===== src/hdl/nss_pkg.sv =====
// nss_pkg: shared constants, register codes and width helpers for the nine-slice splitter
// no dependencies; every other file of the block refers to it by scoped names
package nss_pkg;

   localparam int COORD_WIDTH_DEFAULT = 16;
   localparam int IMAGE_DIM_WIDTH     = 11;
   localparam int FRAC_BITS           = 4;
   localparam int NUM_SLICES          = 9;
   localparam int NUM_COLS            = 3;
   localparam int SLICE_IDX_WIDTH     = 4;
   localparam int FRONT_STAGES        = 6;
   localparam int QUEUE_DEPTH         = 2;
   localparam int CSR_DATA_WIDTH      = 32;
   localparam int CSR_ADDR_WIDTH      = 5;
   localparam int CSR_INDEX_LSB       = 2;

   typedef enum logic [2:0] {
      REG_IMAGE_WIDTH  = 3'd0,
      REG_IMAGE_HEIGHT = 3'd1,
      REG_INSET_LEFT   = 3'd2,
      REG_INSET_TOP    = 3'd3,
      REG_INSET_RIGHT  = 3'd4,
      REG_INSET_BOTTOM = 3'd5
   } reg_index_type;

   // width of a source or destination span
   function automatic int span_width(int coord_width);
      int img_span;
      img_span = IMAGE_DIM_WIDTH + FRAC_BITS;
      return (coord_width - 1 > img_span) ? coord_width - 1 : img_span;
   endfunction

   // width that holds a position plus an offset without wrapping
   function automatic int sum_width(int coord_width);
      int sw;
      sw = span_width(coord_width);
      return ((coord_width > sw + 2) ? coord_width : sw + 2) + 1;
   endfunction

   function automatic int axis_plan_width(int coord_width);
      int sw;
      sw = span_width(coord_width);
      return 2 * coord_width + 4 * sw + 2 * (sw + 1);
   endfunction

   function automatic int plan_width(int coord_width);
      return NUM_SLICES + 2 * axis_plan_width(coord_width);
   endfunction

endpackage


===== src/hdl/nss_req_if.sv =====
// nss_req_if: request channel carrying one draw (destination and optional source rect)
// depends on nss_pkg for the default coordinate width
interface nss_req_if #(
   parameter int COORD_WIDTH = nss_pkg::COORD_WIDTH_DEFAULT
) ();
   logic                          valid;
   logic                          ready;
   logic signed [COORD_WIDTH-1:0] dest_x;
   logic signed [COORD_WIDTH-1:0] dest_y;
   logic        [COORD_WIDTH-2:0] dest_w;
   logic        [COORD_WIDTH-2:0] dest_h;
   logic                          use_source_rect;
   logic signed [COORD_WIDTH-1:0] source_x;
   logic signed [COORD_WIDTH-1:0] source_y;
   logic        [COORD_WIDTH-2:0] source_w;
   logic        [COORD_WIDTH-2:0] source_h;

   modport source (
      output valid, dest_x, dest_y, dest_w, dest_h, use_source_rect,
             source_x, source_y, source_w, source_h,
      input  ready
   );

   modport sink (
      input  valid, dest_x, dest_y, dest_w, dest_h, use_source_rect,
             source_x, source_y, source_w, source_h,
      output ready
   );
endinterface


===== src/hdl/nss_rsp_if.sv =====
// nss_rsp_if: response channel carrying one slice per beat
// depends on nss_pkg for the default coordinate width and slice index width
interface nss_rsp_if #(
   parameter int COORD_WIDTH = nss_pkg::COORD_WIDTH_DEFAULT
) ();
   logic                                      valid;
   logic                                      ready;
   logic        [nss_pkg::SLICE_IDX_WIDTH-1:0] slice_index;
   logic signed [COORD_WIDTH+1:0]              out_dst_x;
   logic signed [COORD_WIDTH+1:0]              out_dst_y;
   logic        [COORD_WIDTH-1:0]              out_dst_w;
   logic        [COORD_WIDTH-1:0]              out_dst_h;
   logic signed [COORD_WIDTH+1:0]              out_src_x;
   logic signed [COORD_WIDTH+1:0]              out_src_y;
   logic        [COORD_WIDTH-1:0]              out_src_w;
   logic        [COORD_WIDTH-1:0]              out_src_h;
   logic                                      last_slice;

   modport source (
      output valid, slice_index, out_dst_x, out_dst_y, out_dst_w, out_dst_h,
             out_src_x, out_src_y, out_src_w, out_src_h, last_slice,
      input  ready
   );

   modport sink (
      input  valid, slice_index, out_dst_x, out_dst_y, out_dst_w, out_dst_h,
             out_src_x, out_src_y, out_src_w, out_src_h, last_slice,
      output ready
   );
endinterface


===== src/hdl/nss_axis.sv =====
// nss_axis: pipelined inset clamp and span split for one axis (lead, middle, trail)
// depends on nss_pkg; instanced twice by nss_front, advances on a shared enable
module nss_axis #(
   parameter int COORD_WIDTH = nss_pkg::COORD_WIDTH_DEFAULT
) (
   input  logic                                           clock,
   input  logic                                           en,
   input  logic [COORD_WIDTH-1:0]                         d_pos,
   input  logic [nss_pkg::span_width(COORD_WIDTH)-1:0]    d_len,
   input  logic [COORD_WIDTH-1:0]                         s_pos,
   input  logic [nss_pkg::span_width(COORD_WIDTH)-1:0]    s_len,
   input  logic [nss_pkg::span_width(COORD_WIDTH)-1:0]    lead_ins,
   input  logic [nss_pkg::span_width(COORD_WIDTH)-1:0]    trail_ins,
   output logic [COORD_WIDTH-1:0]                         pos_d,
   output logic [COORD_WIDTH-1:0]                         pos_s,
   output logic [nss_pkg::span_width(COORD_WIDTH)-1:0]    lead,
   output logic [nss_pkg::span_width(COORD_WIDTH)-1:0]    mid_d,
   output logic [nss_pkg::span_width(COORD_WIDTH)-1:0]    mid_s,
   output logic [nss_pkg::span_width(COORD_WIDTH)-1:0]    trail,
   output logic [nss_pkg::span_width(COORD_WIDTH):0]      off_d,
   output logic [nss_pkg::span_width(COORD_WIDTH):0]      off_s,
   output logic [nss_pkg::NUM_COLS-1:0]                   band_ok
);
   localparam int W  = COORD_WIDTH;
   localparam int SW = nss_pkg::span_width(COORD_WIDTH);
   localparam int ST = nss_pkg::FRONT_STAGES;

   logic [W-1:0]  dpos_ff [ST];
   logic [W-1:0]  spos_ff [ST];

   logic [SW-1:0] dlen1_ff, slen1_ff;
   logic [SW-1:0] dlen2_ff, slen2_ff, lead2_ff, lead2_in;
   logic [SW-1:0] lead3_ff, rem3_ff, rem3_in;
   logic [SW:0]   dwl3_ff, dwl3_in;
   logic [SW-1:0] lead4_ff, rem4_ff, trail4_ff, trail4_in;
   logic [SW:0]   dwl4_ff;
   logic [SW+1:0] diff5;
   logic [SW-1:0] lead5_ff, trail5_ff, mid_d5_ff, mid_d5_in, mid_s5_ff, mid_s5_in;
   logic [SW-1:0] lead6_ff, trail6_ff, mid_d6_ff, mid_s6_ff;
   logic [SW:0]   off_d6_ff, off_d6_in, off_s6_ff, off_s6_in;

   always_comb begin
      lead2_in  = (lead_ins > slen1_ff) ? slen1_ff : lead_ins;
      rem3_in   = slen2_ff - lead2_ff;
      dwl3_in   = (SW+1)'(dlen2_ff) - (SW+1)'(lead2_ff);
      trail4_in = (trail_ins > rem3_ff) ? rem3_ff : trail_ins;
      diff5     = (SW+2)'($signed(dwl4_ff)) - (SW+2)'(trail4_ff);
      mid_d5_in = diff5[SW+1] ? '0 : diff5[SW-1:0];
      mid_s5_in = rem4_ff - trail4_ff;
      off_d6_in = (SW+1)'(lead5_ff) + (SW+1)'(mid_d5_ff);
      off_s6_in = (SW+1)'(lead5_ff) + (SW+1)'(mid_s5_ff);
   end

   always_ff @(posedge clock) begin
      if (en) begin
         dpos_ff[0] <= d_pos;
         spos_ff[0] <= s_pos;
         for (int i = 1; i < ST; i++) begin
            dpos_ff[i] <= dpos_ff[i-1];
            spos_ff[i] <= spos_ff[i-1];
         end
         dlen1_ff  <= d_len;
         slen1_ff  <= s_len;
         dlen2_ff  <= dlen1_ff;
         slen2_ff  <= slen1_ff;
         lead2_ff  <= lead2_in;
         lead3_ff  <= lead2_ff;
         rem3_ff   <= rem3_in;
         dwl3_ff   <= dwl3_in;
         lead4_ff  <= lead3_ff;
         rem4_ff   <= rem3_ff;
         dwl4_ff   <= dwl3_ff;
         trail4_ff <= trail4_in;
         lead5_ff  <= lead4_ff;
         trail5_ff <= trail4_ff;
         mid_d5_ff <= mid_d5_in;
         mid_s5_ff <= mid_s5_in;
         lead6_ff  <= lead5_ff;
         trail6_ff <= trail5_ff;
         mid_d6_ff <= mid_d5_ff;
         mid_s6_ff <= mid_s5_ff;
         off_d6_ff <= off_d6_in;
         off_s6_ff <= off_s6_in;
      end
   end

   assign pos_d   = dpos_ff[ST-1];
   assign pos_s   = spos_ff[ST-1];
   assign lead    = lead6_ff;
   assign mid_d   = mid_d6_ff;
   assign mid_s   = mid_s6_ff;
   assign trail   = trail6_ff;
   assign off_d   = off_d6_ff;
   assign off_s   = off_s6_ff;
   assign band_ok = {(trail6_ff != '0),
                     (mid_d6_ff != '0) && (mid_s6_ff != '0),
                     (lead6_ff != '0)};
endmodule


===== src/hdl/nss_front.sv =====
// nss_front: accepts draws, picks the source rect, and builds a slice plan per draw
// depends on nss_pkg, nss_req_if and nss_axis; plans with no slice are dropped here
module nss_front #(
   parameter int COORD_WIDTH = nss_pkg::COORD_WIDTH_DEFAULT
) (
   input  logic                                     clock,
   input  logic                                     reset,
   nss_req_if.sink                                  req_if,
   input  logic [nss_pkg::IMAGE_DIM_WIDTH-1:0]      image_width,
   input  logic [nss_pkg::IMAGE_DIM_WIDTH-1:0]      image_height,
   input  logic [COORD_WIDTH-1:0]                   inset_left,
   input  logic [COORD_WIDTH-1:0]                   inset_top,
   input  logic [COORD_WIDTH-1:0]                   inset_right,
   input  logic [COORD_WIDTH-1:0]                   inset_bottom,
   output logic                                     plan_valid,
   input  logic                                     plan_ready,
   output logic [nss_pkg::plan_width(COORD_WIDTH)-1:0] plan_data
);
   localparam int W  = COORD_WIDTH;
   localparam int SW = nss_pkg::span_width(COORD_WIDTH);
   localparam int ST = nss_pkg::FRONT_STAGES;
   localparam int NS = nss_pkg::NUM_SLICES;
   localparam int NC = nss_pkg::NUM_COLS;

   typedef struct packed {
      logic [W-1:0]  pos_d;
      logic [W-1:0]  pos_s;
      logic [SW-1:0] lead;
      logic [SW-1:0] mid_d;
      logic [SW-1:0] mid_s;
      logic [SW-1:0] trail;
      logic [SW:0]   off_d;
      logic [SW:0]   off_s;
   } axis_plan_type;

   typedef struct packed {
      logic [NS-1:0] mask;
      axis_plan_type x;
      axis_plan_type y;
   } plan_type;

   logic [ST-1:0] valid_ff, valid_in;
   logic          en;
   logic          last_valid;

   logic [W-1:0]  sx_pos, sy_pos;
   logic [SW-1:0] sw_len, sh_len;
   logic [SW-1:0] ins_l, ins_t, ins_r, ins_b;
   logic [NC-1:0] x_ok, y_ok;
   logic [NS-1:0] slice_mask;
   plan_type      plan;

   assign last_valid    = valid_ff[ST-1];
   assign en            = !last_valid || plan_ready;
   assign req_if.ready  = en;

   always_comb begin
      valid_in = valid_ff;
      if (en) begin
         valid_in = {valid_ff[ST-2:0], req_if.valid};
      end
   end

   always_ff @(posedge clock) begin
      if (reset) begin
         valid_ff <= '0;
      end else begin
         valid_ff <= valid_in;
      end
   end

   // full image spans are whole pixels, shifted into sixteenths
   always_comb begin
      if (req_if.use_source_rect) begin
         sx_pos = req_if.source_x;
         sy_pos = req_if.source_y;
         sw_len = SW'(req_if.source_w);
         sh_len = SW'(req_if.source_h);
      end else begin
         sx_pos = '0;
         sy_pos = '0;
         sw_len = SW'({image_width, {nss_pkg::FRAC_BITS{1'b0}}});
         sh_len = SW'({image_height, {nss_pkg::FRAC_BITS{1'b0}}});
      end
   end

   // negative insets count as zero
   assign ins_l = inset_left[W-1]   ? '0 : SW'(inset_left[W-2:0]);
   assign ins_t = inset_top[W-1]    ? '0 : SW'(inset_top[W-2:0]);
   assign ins_r = inset_right[W-1]  ? '0 : SW'(inset_right[W-2:0]);
   assign ins_b = inset_bottom[W-1] ? '0 : SW'(inset_bottom[W-2:0]);

   nss_axis #(
      .COORD_WIDTH (COORD_WIDTH)
   ) u_axis_x (
      .clock     (clock),
      .en        (en),
      .d_pos     (req_if.dest_x),
      .d_len     (SW'(req_if.dest_w)),
      .s_pos     (sx_pos),
      .s_len     (sw_len),
      .lead_ins  (ins_l),
      .trail_ins (ins_r),
      .pos_d     (plan.x.pos_d),
      .pos_s     (plan.x.pos_s),
      .lead      (plan.x.lead),
      .mid_d     (plan.x.mid_d),
      .mid_s     (plan.x.mid_s),
      .trail     (plan.x.trail),
      .off_d     (plan.x.off_d),
      .off_s     (plan.x.off_s),
      .band_ok   (x_ok)
   );

   nss_axis #(
      .COORD_WIDTH (COORD_WIDTH)
   ) u_axis_y (
      .clock     (clock),
      .en        (en),
      .d_pos     (req_if.dest_y),
      .d_len     (SW'(req_if.dest_h)),
      .s_pos     (sy_pos),
      .s_len     (sh_len),
      .lead_ins  (ins_t),
      .trail_ins (ins_b),
      .pos_d     (plan.y.pos_d),
      .pos_s     (plan.y.pos_s),
      .lead      (plan.y.lead),
      .mid_d     (plan.y.mid_d),
      .mid_s     (plan.y.mid_s),
      .trail     (plan.y.trail),
      .off_d     (plan.y.off_d),
      .off_s     (plan.y.off_s),
      .band_ok   (y_ok)
   );

   always_comb begin
      for (int k = 0; k < NS; k++) begin
         slice_mask[k] = x_ok[k % NC] && y_ok[k / NC];
      end
   end

   assign plan.mask  = slice_mask;
   assign plan_valid = last_valid && (slice_mask != '0);
   assign plan_data  = plan;
endmodule


===== src/hdl/nss_queue.sv =====
// nss_queue: short first-in first-out queue of slice plans between front and back
// depends on nss_pkg for the default depth; storage in flops, head shown ahead
module nss_queue #(
   parameter int WIDTH = nss_pkg::plan_width(nss_pkg::COORD_WIDTH_DEFAULT),
   parameter int DEPTH = nss_pkg::QUEUE_DEPTH
) (
   input  logic             clock,
   input  logic             reset,
   input  logic             push_valid,
   output logic             push_ready,
   input  logic [WIDTH-1:0] push_data,
   output logic             pop_valid,
   input  logic             pop_ready,
   output logic [WIDTH-1:0] pop_data
);
   localparam int PTR_W = (DEPTH > 1) ? $clog2(DEPTH) : 1;
   localparam int CNT_W = $clog2(DEPTH + 1);

   logic [WIDTH-1:0] entry_ff [DEPTH];
   logic [PTR_W-1:0] wr_ptr_ff, wr_ptr_in;
   logic [PTR_W-1:0] rd_ptr_ff, rd_ptr_in;
   logic [CNT_W-1:0] count_ff, count_in;
   logic             do_push, do_pop;

   assign push_ready = (count_ff != CNT_W'(DEPTH));
   assign pop_valid  = (count_ff != '0);
   assign do_push    = push_valid && push_ready;
   assign do_pop     = pop_valid && pop_ready;
   assign pop_data   = entry_ff[rd_ptr_ff];

   always_comb begin
      wr_ptr_in = wr_ptr_ff;
      rd_ptr_in = rd_ptr_ff;
      count_in  = count_ff;
      if (do_push) begin
         wr_ptr_in = (wr_ptr_ff == PTR_W'(DEPTH - 1)) ? '0 : wr_ptr_ff + 1'b1;
      end
      if (do_pop) begin
         rd_ptr_in = (rd_ptr_ff == PTR_W'(DEPTH - 1)) ? '0 : rd_ptr_ff + 1'b1;
      end
      if (do_push && !do_pop) begin
         count_in = count_ff + 1'b1;
      end else if (do_pop && !do_push) begin
         count_in = count_ff - 1'b1;
      end
   end

   always_ff @(posedge clock) begin
      if (reset) begin
         wr_ptr_ff <= '0;
         rd_ptr_ff <= '0;
         count_ff  <= '0;
      end else begin
         wr_ptr_ff <= wr_ptr_in;
         rd_ptr_ff <= rd_ptr_in;
         count_ff  <= count_in;
      end
   end

   always_ff @(posedge clock) begin
      if (do_push) begin
         entry_ff[wr_ptr_ff] <= push_data;
      end
   end
endmodule


===== src/hdl/nss_back.sv =====
// nss_back: walks each plan's slice mask; one beat per cycle unless rsp_if stalls
// depends on nss_pkg and nss_rsp_if; result register decouples the response side
module nss_back #(
   parameter int COORD_WIDTH = nss_pkg::COORD_WIDTH_DEFAULT
) (
   input  logic                                        clock,
   input  logic                                        reset,
   input  logic                                        plan_valid,
   output logic                                        plan_pop,
   input  logic [nss_pkg::plan_width(COORD_WIDTH)-1:0] plan_data,
   nss_rsp_if.source                                   rsp_if
);
   localparam int W  = COORD_WIDTH;
   localparam int SW = nss_pkg::span_width(COORD_WIDTH);
   localparam int EW = nss_pkg::sum_width(COORD_WIDTH);
   localparam int NS = nss_pkg::NUM_SLICES;
   localparam int NC = nss_pkg::NUM_COLS;
   localparam int IW = nss_pkg::SLICE_IDX_WIDTH;

   typedef struct packed {
      logic [W-1:0]  pos_d;
      logic [W-1:0]  pos_s;
      logic [SW-1:0] lead;
      logic [SW-1:0] mid_d;
      logic [SW-1:0] mid_s;
      logic [SW-1:0] trail;
      logic [SW:0]   off_d;
      logic [SW:0]   off_s;
   } axis_plan_type;

   typedef struct packed {
      logic [NS-1:0] mask;
      axis_plan_type x;
      axis_plan_type y;
   } plan_type;

   plan_type      head;
   plan_type      plan_ff, plan_in;
   logic [NS-1:0] rem_ff, rem_in;
   logic          busy, out_adv, load, last;
   logic [NS-1:0] pick;
   logic [NS-1:0] rem_left;
   logic [IW-1:0] pick_idx;
   logic [1:0]    pick_col, pick_row;

   logic [SW:0]   xo_d, xo_s, yo_d, yo_s;
   logic [SW-1:0] xs_d, xs_s, ys_d, ys_s;
   logic [EW-1:0] sum_dx, sum_dy, sum_sx, sum_sy;
   logic [SW:0]   wid_dx, wid_dy, wid_sx, wid_sy;

   logic          rsp_valid_ff, rsp_valid_in;
   logic [IW-1:0] idx_ff;
   logic [W+1:0]  dst_x_ff, dst_y_ff, src_x_ff, src_y_ff;
   logic [W-1:0]  dst_w_ff, dst_h_ff, src_w_ff, src_h_ff;
   logic          last_ff;

   assign head     = plan_type'(plan_data);
   assign busy     = (rem_ff != '0);
   assign out_adv  = !rsp_valid_ff || rsp_if.ready;

   // lowest pending slice first
   always_comb begin
      pick     = '0;
      pick_idx = '0;
      pick_col = '0;
      pick_row = '0;
      for (int i = NS - 1; i >= 0; i--) begin
         if (rem_ff[i]) begin
            pick     = '0;
            pick[i]  = 1'b1;
            pick_idx = IW'(i);
            pick_col = 2'(i % NC);
            pick_row = 2'(i / NC);
         end
      end
   end

   assign rem_left = rem_ff & ~pick;
   assign last     = (rem_left == '0);
   assign load     = plan_valid && (!busy || (out_adv && last));
   assign plan_pop = load;

   always_comb begin
      rem_in  = rem_ff;
      plan_in = plan_ff;
      if (out_adv && busy) begin
         rem_in = rem_left;
      end
      if (load) begin
         rem_in  = head.mask;
         plan_in = head;
      end
   end

   always_comb begin
      case (pick_col)
         2'd0: begin
            xo_d = '0;
            xo_s = '0;
            xs_d = plan_ff.x.lead;
            xs_s = plan_ff.x.lead;
         end
         2'd1: begin
            xo_d = (SW+1)'(plan_ff.x.lead);
            xo_s = (SW+1)'(plan_ff.x.lead);
            xs_d = plan_ff.x.mid_d;
            xs_s = plan_ff.x.mid_s;
         end
         default: begin
            xo_d = plan_ff.x.off_d;
            xo_s = plan_ff.x.off_s;
            xs_d = plan_ff.x.trail;
            xs_s = plan_ff.x.trail;
         end
      endcase
      case (pick_row)
         2'd0: begin
            yo_d = '0;
            yo_s = '0;
            ys_d = plan_ff.y.lead;
            ys_s = plan_ff.y.lead;
         end
         2'd1: begin
            yo_d = (SW+1)'(plan_ff.y.lead);
            yo_s = (SW+1)'(plan_ff.y.lead);
            ys_d = plan_ff.y.mid_d;
            ys_s = plan_ff.y.mid_s;
         end
         default: begin
            yo_d = plan_ff.y.off_d;
            yo_s = plan_ff.y.off_s;
            ys_d = plan_ff.y.trail;
            ys_s = plan_ff.y.trail;
         end
      endcase
   end

   assign sum_dx = EW'($signed(plan_ff.x.pos_d)) + EW'(xo_d);
   assign sum_dy = EW'($signed(plan_ff.y.pos_d)) + EW'(yo_d);
   assign sum_sx = EW'($signed(plan_ff.x.pos_s)) + EW'(xo_s);
   assign sum_sy = EW'($signed(plan_ff.y.pos_s)) + EW'(yo_s);
   assign wid_dx = (SW+1)'(xs_d);
   assign wid_dy = (SW+1)'(ys_d);
   assign wid_sx = (SW+1)'(xs_s);
   assign wid_sy = (SW+1)'(ys_s);

   assign rsp_valid_in = out_adv ? busy : rsp_valid_ff;

   always_ff @(posedge clock) begin
      if (reset) begin
         rem_ff       <= '0;
         rsp_valid_ff <= 1'b0;
      end else begin
         rem_ff       <= rem_in;
         rsp_valid_ff <= rsp_valid_in;
      end
   end

   always_ff @(posedge clock) begin
      plan_ff <= plan_in;
      if (out_adv && busy) begin
         idx_ff   <= pick_idx;
         dst_x_ff <= sum_dx[W+1:0];
         dst_y_ff <= sum_dy[W+1:0];
         src_x_ff <= sum_sx[W+1:0];
         src_y_ff <= sum_sy[W+1:0];
         dst_w_ff <= wid_dx[W-1:0];
         dst_h_ff <= wid_dy[W-1:0];
         src_w_ff <= wid_sx[W-1:0];
         src_h_ff <= wid_sy[W-1:0];
         last_ff  <= last;
      end
   end

   assign rsp_if.valid       = rsp_valid_ff;
   assign rsp_if.slice_index = idx_ff;
   assign rsp_if.out_dst_x   = dst_x_ff;
   assign rsp_if.out_dst_y   = dst_y_ff;
   assign rsp_if.out_dst_w   = dst_w_ff;
   assign rsp_if.out_dst_h   = dst_h_ff;
   assign rsp_if.out_src_x   = src_x_ff;
   assign rsp_if.out_src_y   = src_y_ff;
   assign rsp_if.out_src_w   = src_w_ff;
   assign rsp_if.out_src_h   = src_h_ff;
   assign rsp_if.last_slice  = last_ff;
endmodule


===== src/hdl/nine_slice_splitter.sv =====
// nine_slice_splitter: top level with register file, plan front end, queue and slice back end
// depends on nss_pkg, nss_req_if, nss_rsp_if, nss_front, nss_queue and nss_back
//
// Each request beat describes one draw; the block answers with one response beat per
// non-empty slice, in row-major order, with last_slice set on the final one. A draw
// that leaves nothing to draw gives no beat at all. The back end issues one slice
// per cycle while the response side takes its beats, and a draw gives one to nine
// slices; the six-stage front end and a two-entry plan queue let the next draws be
// taken in while slices are still going out. The first slice of a draw passes the
// front end stages, the queue, and the plan and result registers of the back end.
// Registers are written through the APB-style port (4-byte spacing, always ready)
// and must only change while no draw is in flight.
module nine_slice_splitter #(
   parameter int COORD_WIDTH = nss_pkg::COORD_WIDTH_DEFAULT
) (
   input  logic                                clock,
   input  logic                                reset,
   nss_req_if.sink                             req_if,
   nss_rsp_if.source                           rsp_if,
   input  logic                                psel,
   input  logic                                penable,
   input  logic                                pwrite,
   input  logic [nss_pkg::CSR_ADDR_WIDTH-1:0]  paddr,
   input  logic [nss_pkg::CSR_DATA_WIDTH-1:0]  pwdata,
   output logic [nss_pkg::CSR_DATA_WIDTH-1:0]  prdata,
   output logic                                pready
);
   localparam int W  = COORD_WIDTH;
   localparam int DW = nss_pkg::CSR_DATA_WIDTH;
   localparam int IMW = nss_pkg::IMAGE_DIM_WIDTH;
   localparam int PW = nss_pkg::plan_width(COORD_WIDTH);

   logic [IMW-1:0] image_width_ff, image_width_in;
   logic [IMW-1:0] image_height_ff, image_height_in;
   logic [W-1:0]   inset_left_ff, inset_left_in;
   logic [W-1:0]   inset_top_ff, inset_top_in;
   logic [W-1:0]   inset_right_ff, inset_right_in;
   logic [W-1:0]   inset_bottom_ff, inset_bottom_in;

   logic                  csr_wr;
   nss_pkg::reg_index_type csr_index;

   logic          fq_valid, fq_ready;
   logic [PW-1:0] fq_data;
   logic          qb_valid, qb_pop;
   logic [PW-1:0] qb_data;

   assign pready    = 1'b1;
   assign csr_wr    = psel && penable && pwrite;
   assign csr_index = nss_pkg::reg_index_type'(
                         paddr[nss_pkg::CSR_ADDR_WIDTH-1:nss_pkg::CSR_INDEX_LSB]);

   always_comb begin
      image_width_in  = image_width_ff;
      image_height_in = image_height_ff;
      inset_left_in   = inset_left_ff;
      inset_top_in    = inset_top_ff;
      inset_right_in  = inset_right_ff;
      inset_bottom_in = inset_bottom_ff;
      if (csr_wr) begin
         unique case (csr_index)
            nss_pkg::REG_IMAGE_WIDTH:  image_width_in  = pwdata[IMW-1:0];
            nss_pkg::REG_IMAGE_HEIGHT: image_height_in = pwdata[IMW-1:0];
            nss_pkg::REG_INSET_LEFT:   inset_left_in   = pwdata[W-1:0];
            nss_pkg::REG_INSET_TOP:    inset_top_in    = pwdata[W-1:0];
            nss_pkg::REG_INSET_RIGHT:  inset_right_in  = pwdata[W-1:0];
            nss_pkg::REG_INSET_BOTTOM: inset_bottom_in = pwdata[W-1:0];
            default: ;
         endcase
      end
   end

   always_ff @(posedge clock) begin
      if (reset) begin
         image_width_ff  <= '0;
         image_height_ff <= '0;
         inset_left_ff   <= '0;
         inset_top_ff    <= '0;
         inset_right_ff  <= '0;
         inset_bottom_ff <= '0;
      end else begin
         image_width_ff  <= image_width_in;
         image_height_ff <= image_height_in;
         inset_left_ff   <= inset_left_in;
         inset_top_ff    <= inset_top_in;
         inset_right_ff  <= inset_right_in;
         inset_bottom_ff <= inset_bottom_in;
      end
   end

   always_comb begin
      unique case (csr_index)
         nss_pkg::REG_IMAGE_WIDTH:  prdata = DW'(image_width_ff);
         nss_pkg::REG_IMAGE_HEIGHT: prdata = DW'(image_height_ff);
         nss_pkg::REG_INSET_LEFT:   prdata = DW'(inset_left_ff);
         nss_pkg::REG_INSET_TOP:    prdata = DW'(inset_top_ff);
         nss_pkg::REG_INSET_RIGHT:  prdata = DW'(inset_right_ff);
         nss_pkg::REG_INSET_BOTTOM: prdata = DW'(inset_bottom_ff);
         default:                   prdata = '0;
      endcase
   end

   nss_front #(
      .COORD_WIDTH (COORD_WIDTH)
   ) u_front (
      .clock        (clock),
      .reset        (reset),
      .req_if       (req_if),
      .image_width  (image_width_ff),
      .image_height (image_height_ff),
      .inset_left   (inset_left_ff),
      .inset_top    (inset_top_ff),
      .inset_right  (inset_right_ff),
      .inset_bottom (inset_bottom_ff),
      .plan_valid   (fq_valid),
      .plan_ready   (fq_ready),
      .plan_data    (fq_data)
   );

   nss_queue #(
      .WIDTH (PW),
      .DEPTH (nss_pkg::QUEUE_DEPTH)
   ) u_queue (
      .clock      (clock),
      .reset      (reset),
      .push_valid (fq_valid),
      .push_ready (fq_ready),
      .push_data  (fq_data),
      .pop_valid  (qb_valid),
      .pop_ready  (qb_pop),
      .pop_data   (qb_data)
   );

   nss_back #(
      .COORD_WIDTH (COORD_WIDTH)
   ) u_back (
      .clock      (clock),
      .reset      (reset),
      .plan_valid (qb_valid),
      .plan_pop   (qb_pop),
      .plan_data  (qb_data),
      .rsp_if     (rsp_if)
   );
endmodule

===== src/flat_wrapper.sv =====
// flat-port wrapper written by rule: the top's interface ports become plain ports
module nine_slice_splitter_flat 
#(
   parameter int COORD_WIDTH = nss_pkg::COORD_WIDTH_DEFAULT
)
  (clock, reset, psel, penable, pwrite, paddr, pwdata, prdata, pready, req_if_valid, req_if_dest_x, req_if_dest_y, req_if_dest_w, req_if_dest_h, req_if_use_source_rect, req_if_source_x, req_if_source_y, req_if_source_w, req_if_source_h, req_if_ready, rsp_if_valid, rsp_if_slice_index, rsp_if_out_dst_x, rsp_if_out_dst_y, rsp_if_out_dst_w, rsp_if_out_dst_h, rsp_if_out_src_x, rsp_if_out_src_y, rsp_if_out_src_w, rsp_if_out_src_h, rsp_if_last_slice, rsp_if_ready);
  nss_req_if #(.COORD_WIDTH(COORD_WIDTH)) req_if_i ();
  nss_rsp_if #(.COORD_WIDTH(COORD_WIDTH)) rsp_if_i ();
  input  logic clock;
  input  logic reset;
  input  logic psel;
  input  logic penable;
  input  logic pwrite;
  input  logic [nss_pkg::CSR_ADDR_WIDTH-1:0] paddr;
  input  logic [nss_pkg::CSR_DATA_WIDTH-1:0] pwdata;
  output logic [nss_pkg::CSR_DATA_WIDTH-1:0] prdata;
  output logic pready;
  input wire logic [$bits(req_if_i.valid)-1:0] req_if_valid;
  input wire logic [$bits(req_if_i.dest_x)-1:0] req_if_dest_x;
  input wire logic [$bits(req_if_i.dest_y)-1:0] req_if_dest_y;
  input wire logic [$bits(req_if_i.dest_w)-1:0] req_if_dest_w;
  input wire logic [$bits(req_if_i.dest_h)-1:0] req_if_dest_h;
  input wire logic [$bits(req_if_i.use_source_rect)-1:0] req_if_use_source_rect;
  input wire logic [$bits(req_if_i.source_x)-1:0] req_if_source_x;
  input wire logic [$bits(req_if_i.source_y)-1:0] req_if_source_y;
  input wire logic [$bits(req_if_i.source_w)-1:0] req_if_source_w;
  input wire logic [$bits(req_if_i.source_h)-1:0] req_if_source_h;
  output wire logic [$bits(req_if_i.ready)-1:0] req_if_ready;
  output wire logic [$bits(rsp_if_i.valid)-1:0] rsp_if_valid;
  output wire logic [$bits(rsp_if_i.slice_index)-1:0] rsp_if_slice_index;
  output wire logic [$bits(rsp_if_i.out_dst_x)-1:0] rsp_if_out_dst_x;
  output wire logic [$bits(rsp_if_i.out_dst_y)-1:0] rsp_if_out_dst_y;
  output wire logic [$bits(rsp_if_i.out_dst_w)-1:0] rsp_if_out_dst_w;
  output wire logic [$bits(rsp_if_i.out_dst_h)-1:0] rsp_if_out_dst_h;
  output wire logic [$bits(rsp_if_i.out_src_x)-1:0] rsp_if_out_src_x;
  output wire logic [$bits(rsp_if_i.out_src_y)-1:0] rsp_if_out_src_y;
  output wire logic [$bits(rsp_if_i.out_src_w)-1:0] rsp_if_out_src_w;
  output wire logic [$bits(rsp_if_i.out_src_h)-1:0] rsp_if_out_src_h;
  output wire logic [$bits(rsp_if_i.last_slice)-1:0] rsp_if_last_slice;
  input wire logic [$bits(rsp_if_i.ready)-1:0] rsp_if_ready;
  assign req_if_i.valid = req_if_valid;
  assign req_if_i.dest_x = req_if_dest_x;
  assign req_if_i.dest_y = req_if_dest_y;
  assign req_if_i.dest_w = req_if_dest_w;
  assign req_if_i.dest_h = req_if_dest_h;
  assign req_if_i.use_source_rect = req_if_use_source_rect;
  assign req_if_i.source_x = req_if_source_x;
  assign req_if_i.source_y = req_if_source_y;
  assign req_if_i.source_w = req_if_source_w;
  assign req_if_i.source_h = req_if_source_h;
  assign req_if_ready = req_if_i.ready;
  assign rsp_if_valid = rsp_if_i.valid;
  assign rsp_if_slice_index = rsp_if_i.slice_index;
  assign rsp_if_out_dst_x = rsp_if_i.out_dst_x;
  assign rsp_if_out_dst_y = rsp_if_i.out_dst_y;
  assign rsp_if_out_dst_w = rsp_if_i.out_dst_w;
  assign rsp_if_out_dst_h = rsp_if_i.out_dst_h;
  assign rsp_if_out_src_x = rsp_if_i.out_src_x;
  assign rsp_if_out_src_y = rsp_if_i.out_src_y;
  assign rsp_if_out_src_w = rsp_if_i.out_src_w;
  assign rsp_if_out_src_h = rsp_if_i.out_src_h;
  assign rsp_if_last_slice = rsp_if_i.last_slice;
  assign rsp_if_i.ready = rsp_if_ready;
  nine_slice_splitter #(.COORD_WIDTH(COORD_WIDTH)) u_core (.clock(clock), .reset(reset), .req_if(req_if_i), .rsp_if(rsp_if_i), .psel(psel), .penable(penable), .pwrite(pwrite), .paddr(paddr), .pwdata(pwdata), .prdata(prdata), .pready(pready));
endmodule

===== config.mk =====
export PLATFORM = sky130hd
export DESIGN_NAME = nine_slice_splitter_flat
export DESIGN_NICKNAME = d
export VERILOG_FILES = /design/src/hdl/nss_pkg.sv /design/src/hdl/nss_req_if.sv /design/src/hdl/nss_rsp_if.sv /design/src/hdl/nss_axis.sv /design/src/hdl/nss_front.sv /design/src/hdl/nss_queue.sv /design/src/hdl/nss_back.sv /design/src/hdl/nine_slice_splitter.sv /design/src/flat_wrapper.sv
export SDC_FILE = /design/constraint.sdc
export NUM_CORES = 2
export LEC_CHECK = 0
export BUFFER_PORTS_ARGS = -buffer_cell sky130_fd_sc_hd__buf_2
export CAP_MARGIN = 20
export CORE_MARGIN = 2
export CORE_UTILIZATION = 40
export CTS_CLUSTER_DIAMETER = 50
export CTS_CLUSTER_SIZE = 14
export DETAILED_ROUTE_END_ITERATION = 7
export GPL_TIMING_DRIVEN = 0
export SLEW_MARGIN = 5
export SYNTH_ARGS = -nofsm -noshare
export SYNTH_HDL_FRONTEND = slang
export SYNTH_SLANG_ARGS = --single-unit

===== constraint.sdc =====
create_clock -name clock -period 48.6 [get_ports clock]
set_clock_uncertainty 0.05 [all_clocks]
set_input_delay 7.29 -clock clock [delete_from_list [all_inputs] [get_ports clock]]
set_output_delay 7.29 -clock clock [all_outputs]
set_load 0.005 [all_outputs]

Word-level counts from Yosys, hierarchy flattened
Memory sizes are Yosys's and may differ from the RTL's. A register that Yosys moved wholly into a read port is not among the register bits.
Cells that the tools add are included.
{"block": "classes", "mux": 67, "n_eq_ne": 8, "n_bitwise": 2, "n_reduce_logical": 55, "n_addsub": 20, "magnitude_cmp": 4}
{"op": "$mux W15", "count": 10}
{"op": "$pmux W16 S2", "count": 4}
{"op": "$pmux W15 S2", "count": 4}
{"op": "$reduce_bool A15 Y1", "count": 8}
{"op": "$mux W9", "count": 11}
{"op": "$pmux W16 S6", "count": 1}
{"op": "$add A16 B17 Y18", "count": 4}
{"op": "$add A15 B15 Y16", "count": 4}
{"op": "$gt A15 B15 Y1", "count": 4}
{"op": "$sub A15 B15 Y15", "count": 4}
{"op": "$mux W2", "count": 21}
{"op": "$sub A16 B16 Y17", "count": 2}
{"op": "$mux W16", "count": 2}
{"op": "$sub A15 B15 Y16", "count": 2}
{"op": "$logic_and A1 B1 Y1", "count": 21}
{"op": "$reduce_bool A9 Y1", "count": 2}
{"op": "$mux W3", "count": 4}
{"op": "$reduce_and A2 Y1", "count": 6}
{"op": "$and A9 B9 Y9", "count": 1}
{"op": "$logic_not A9 Y1", "count": 1}
{"op": "$mux W1", "count": 9}
{"op": "$not A9 Y9", "count": 1}
{"op": "$reduce_or A8 Y1", "count": 1}
{"op": "$eq A3 B2 Y1 const B", "count": 2}
{"op": "other kinds (15)", "count": 27}
{"block": "totals", "output_inout_bits": 176, "ramBits": 898, "mem_count": 5, "elab_cells": 248, "inputBits": 169, "ff_bits": 1159}
{"memory": "u_core.u_queue.entry_ff", "words": 2, "width": 257, "read_ports": 1, "rd_ports_with_merged_regs": 1, "write_ports": 1, "line": "nss_queue.sv:19", "rtl": "logic [WIDTH-1:0] entry_ff [DEPTH];"}
{"memory": "u_core.u_front.u_axis_x.dpos_ff", "words": 6, "width": 16, "read_ports": 6, "rd_ports_with_merged_regs": 0, "write_ports": 6, "line": "nss_axis.sv:28", "rtl": "logic [W-1:0] dpos_ff [ST];"}
{"memory": "u_core.u_front.u_axis_x.spos_ff", "words": 6, "width": 16, "read_ports": 6, "rd_ports_with_merged_regs": 0, "write_ports": 6, "line": "nss_axis.sv:29", "rtl": "logic [W-1:0] spos_ff [ST];"}
{"memory": "u_core.u_front.u_axis_y.dpos_ff", "words": 6, "width": 16, "read_ports": 6, "rd_ports_with_merged_regs": 0, "write_ports": 6, "line": "nss_axis.sv:28"}
{"memory": "u_core.u_front.u_axis_y.spos_ff", "words": 6, "width": 16, "read_ports": 6, "rd_ports_with_merged_regs": 0, "write_ports": 6, "line": "nss_axis.sv:29"}

Longest topological paths before layout
{"block": "logic_depth", "word_depth": 19, "ltp_mapped": 18}

By module
A second synthesis with hierarchy kept.
{"block": "unflattened", "cells_unflattened": 4991, "hier_area_um2": 84263.3}
{"mod": "nss_axis (u_core.u_front.u_axis_x)", "n_inst": 1, "area_each_um2": 21246.6, "seq_area_each_um2": 15795.1, "cells_each": 1275}
{"mod": "nss_axis (u_core.u_front.u_axis_y)", "n_inst": 1, "area_each_um2": 21043.9, "seq_area_each_um2": 15795.1, "cells_each": 1233}
{"mod": "nss_queue", "n_inst": 1, "area_each_um2": 19779.0, "seq_area_each_um2": 15534.9, "cells_each": 824}
{"mod": "nss_back", "n_inst": 1, "area_each_um2": 16603.4, "seq_area_each_um2": 11761.3, "cells_each": 1084}
{"mod": "nine_slice_splitter", "n_inst": 1, "area_each_um2": 4239.1, "seq_area_each_um2": 1721.7, "cells_each": 405}
{"mod": "nss_front", "n_inst": 1, "area_each_um2": 1351.3, "seq_area_each_um2": 120.1, "cells_each": 170}

Worst setup path before layout
OpenSTA, ideal clock, no wires.
{"block": "synth_path", "kind": "reg2out", "from": "reg u_core.u_queue.count_ff[0]", "to": "out req_if_ready", "arrival_ps": 29135, "stages_incl_launch_ff": 3, "required_time_ps": 41260, "path_buffers": 1, "setup_slack_ps": 12125, "path_cell_list": "dfxtp_1 > nand3b_1 > clkbuf_1"}
{"block": "synth_between", "elab_chain_len": 2}
{"element": "start: declaration", "line": "nss_queue.sv:22", "rtl": "logic [CNT_W-1:0] count_ff, count_in;"}
{"element": "start signal: assignment", "line": "nss_queue.sv:56", "rtl": "count_ff <= count_in;"}
{"element": "$ne A2 B2 Y1", "line": "nss_queue.sv:25", "rtl": "assign push_ready = (count_ff != CNT_W'(DEPTH));"}
{"element": "$logic_or A1 B1 Y1", "line": "nss_front.sv:54", "rtl": "assign en = !last_valid || plan_ready;"}
{"element": "end: declaration", "line": "flat_wrapper.sv:28", "rtl": "output wire logic [$bits(req_if_i.ready)-1:0] req_if_ready;"}
No other way between the ends.

Worst setup path after layout
{"block": "layout_path", "from": "in paddr[2] (netlist name)", "to": "out prdata[15] (netlist name)"}
{"block": "layout_between", "elab_chain_len": 2, "elab_cells_between_ends": 7, "classes_between": "eq/ne: 5; mux: 1; reduce/logical: 1"}
{"element": "start: declaration", "line": "flat_wrapper.sv:14", "rtl": "input logic [nss_pkg::CSR_ADDR_WIDTH-1:0] paddr;"}
{"element": "$eq A3 B3 Y1 (tied with other cells)", "line": "nine_slice_splitter.sv:92", "rtl": "unique case (csr_index)"}
{"element": "$pmux W16 S6 *", "line": "nine_slice_splitter.sv:92"}
{"element": "end: declaration", "line": "flat_wrapper.sv:16", "rtl": "output logic [nss_pkg::CSR_DATA_WIDTH-1:0] prdata;"}
Mark *: on every way between the ends. The rest lies on a longest branch, timed or not.

==> impl_metrics.tcl <==
set metrics [dict create \
    status "complete, no violations" \
    fmax_ghz 0.0599 \
    yosysSeqAreaShare_pct 73.8 \
    grt_pass1_wl_mm 268 \
    cts.htree.levels 4 \
    die_width_um 457 \
    cp.required_ns 41.26 \
    num_vias 43000 \
    power_frac_seq_pct 42.9 \
    powerDensity_nw_per_um2 64.5 \
    die_area_um2 209000 \
    grt_use_total_pct 17.1 \
    ys_ff_latch 2058 \
    regArea_um2 60700 \
    drtPass1Iterations 5 \
    n_fill_cell 17500 \
    path_delay_family "buffers and inverters" \
    relSlewSlack_pct 30.4 \
    ys.flop_type "edfxtp_1" \
    initial_core_util_pct 40.2 \
    rsz0062_at_grt "false" \
    numCtsBuffers 215 \
    path_cells "buf_2, buf_1, clkbuf_1, mux2i_1, o22ai_1, buf_2" \
    leakagePower_nw 36.3 \
    combPwrFrac_pct 30.6 \
    ys_warn_count 0 \
    clk_path_buf_depth 3 \
    async_reset_ff_share_pct 0 \
    critical-path-max-stage-delay_ns 0.64 \
    yosysUniqueCellTypes 78 \
    cp.arrival_ns 9.34 \
    port_buffers 303 \
    cp_slowest_cell "clkbuf_1" \
    multi_input_area_um2 20100 \
    hold_slack_ns 0.344 \
    endpoint_kind "output pin" \
    grt_max_degree 108 \
    die_h_um 457 \
    rows 166 \
    peakVddDrop_v 0.0000750 \
    finalSetupViolCount 0 \
    hold_violations 0 \
    detail-route-antenna-nets 0 \
    yosys-top-cells-area "edfxtp_1, ha_1, mux2_2" \
    wl_mm 183 \
    syn2layout_area_growth_pct 16.1 \
    maxSlewViolCount 0 \
    period_minus_slack_ns 16.68 \
    core-area_um2 205000 \
    post_cts_resized 0 \
    worstHoldPathType "flop to flop" \
    ios 345 \
    routedWlPerCell_um 21.5 \
    synthCells 5095 \
    p_sw_share_pct 33.9 \
    path_clk_slew_ns 0.06 \
    hold_buffers 0 \
    finalCritPeriodShare_pct 34.3 \
    cp_max_fo 10 \
    critPathKind "primary input to output pin" \
    cp-start-kind "primary input" \
    drt_iter0_drc 3776 \
    yosys.area.top_type "edfxtp_1" \
    tightest_slew_ns 1.03 \
    clk_latency_ns 0.86 \
    cts_tree "built" \
    grt_pass1_vias 42500 \
    syn_area_um2 82200 \
    dp_slack_ns 32.02 \
    overflow 0 \
    gp_congestion 0.907 \
    p_sw_mw 2.09 \
    clock_power_share_pct 26.5 \
    cp_num_buf_inv 4 \
    drive_above_1_share_pct 18.4 \
    dp_hpwl_mm 133 \
    maxCapViolations 0 \
    cts_root_buf "clkbuf_16" \
    syn_area_per_cell_um2 16.1 \
    drt_drc_violations_left 0 \
    finalWorstSetupSlack_ns 31.92 \
    nets 6170 \
    crit_top_cell "buf_2" \
    synth_top_area_share_pct 71.2 \
    drt-vias-per-instance 5.05 \
    clock_sinks 2058 \
    postCtsSetupRepairBufs 0 \
    p_int_mw 4.07 \
    synth-edff-count 1951 \
    power.total_mw 6.16 \
    antenna_found_initial 14 \
]
[stage by stage]
stage	cell area [um2]	TNS (ns)	std cells	utilization [%]
after floorplan	82300	0	5114	-
after global placement	87200	-3.51	8105	42.6
after detailed placement	88300	0	8150	43.2
after CTS	95400	0	8517	46.6
after global routing	95400	0	8522	46.6
final	95400	0	8524	46.7
[sequential cells by signal, indices dropped and copies added (netlist names), 18 cells and up, named ones only]
name	count
u_core.u_queue.entry_ff	514
u_core.u_back.plan_ff	248
u_core.u_front.u_axis_x.dpos_ff	96
u_core.u_front.u_axis_x.spos_ff	96
u_core.u_front.u_axis_y.dpos_ff	96
u_core.u_front.u_axis_y.spos_ff	96
u_core.u_back.rsp_if.out_dst_x	18
u_core.u_back.rsp_if.out_dst_y	18
u_core.u_back.rsp_if.out_src_x	18
u_core.u_back.rsp_if.out_src_y	18
[Yosys cell counts, drive strengths merged (47+ instances only)]
master	count
nand3	54
edfxtp	1951
inv	245
ha	305
o21ai	125
nor2b	103
and2	51
nand2	248
o21a	51
mux2	330
xor2	50
a21oi	292
nor4	47
clkbuf	106
xnor2	119
dfxtp	107
nor3	75
a21o	98
mux2i	62
nor2	235
[cells by family after synthesis]
group / share of synthesized area (%)
adders and majority gates: 5.05
and+or+nand+nor: 5.64
buffers and inverters: 1.84
DFF: 73.8
xor gates and xnor gates: 1.80
other: 0.00913
muxes: 5.44
AOI/OAI and AO/OA: 6.36
[power by group through the flow]
| stage | registers [mW] | logic (mW) | clock network (mW) |
|---|---|---|---|
| after global routing | 2.67 | 2.07 | 1.74 |
| after floorplan | 2.68 | 1.19 | 0 |
| after CTS | 2.65 | 1.91 | 1.67 |
| after global placement | 2.83 | 1.81 | 0 |
| after detailed placement | 2.68 | 1.90 | 0 |
| final | 2.64 | 1.89 | 1.63 |
[path summary, 6_finish.rpt]
kind | start | end | slack (ns) | cells past startpoint
setup reg to reg | u_core.u_back.rem_ff[6] | u_core.u_back.rsp_if.out_dst_x[14] | 43.29 | 17
setup / recovery | paddr[2] | prdata[15] | 31.92 | 6
hold reg to reg | u_core.u_front.u_axis_y.dwl3_ff[10] | u_core.u_front.u_axis_y.dwl4_ff[10] | 0.34 | 0
hold / removal | u_core.u_front.u_axis_y.dwl3_ff[10] | u_core.u_front.u_axis_y.dwl4_ff[10] | 0.34 | 0
[routing by layer]
layer  global-route usage, %  vias up  wire [um]
met2                    27.3     1136      85100
met5                       0        -          0
li1                        -    20600          -
met1                    23.9    21000      83200
met4                    6.28        0       5690
met3                    2.54      329       9000
[worst register-to-register path: stages (launching register included)]
cell and delay, ns:
dfxtp_1 0.29, clkbuf_1 0.20, nor2_1 0.21, a21oi_1 0.11, nor3_1 0.16, nor2_1 0.06, nor3_1 0.32, buf_1 0.59
clkbuf_1 0.53, a22o_1 0.34, ha_1 0.32, a2111oi_0 0.54, o21ai_0 0.24, a21oi_1 0.37, o211ai_1 0.18, a31o_2 0.27
a21oi_1 0.16, xnor2_1 0.10
[layout make-up]
type	count	area share [%]
sequential	2058	63.6
multi-input combinational	2674	21.0
clock buffer	238	5.83
tap	2688	3.52
timing repair buffer	349	2.75
clock inverter	129	1.62
inverter	245	0.971
buffer	137	0.632
antenna	6	0.0157
[cell usage in the layout, fill, tap and decap left out, drive strengths merged, types with 47 or more instances in the layout]
| cell type | n |
|---|---|
| a21oi | 292 |
| xor2 | 50 |
| a21o | 98 |
| nor2b | 103 |
| ha | 305 |
| mux2i | 62 |
| and2 | 51 |
| clkinv | 61 |
| dfxtp | 107 |
| inv | 288 |
| nor2 | 235 |
| nor3 | 75 |
| nor4 | 47 |
| xnor2 | 119 |
| nand2 | 248 |
| nand3 | 54 |
| edfxtp | 1951 |
| buf | 379 |
| o21a | 51 |
| clkbuf | 345 |
| mux2 | 330 |
| o21ai | 125 |
No activity file was read; power rests on OpenSTA's default activity.
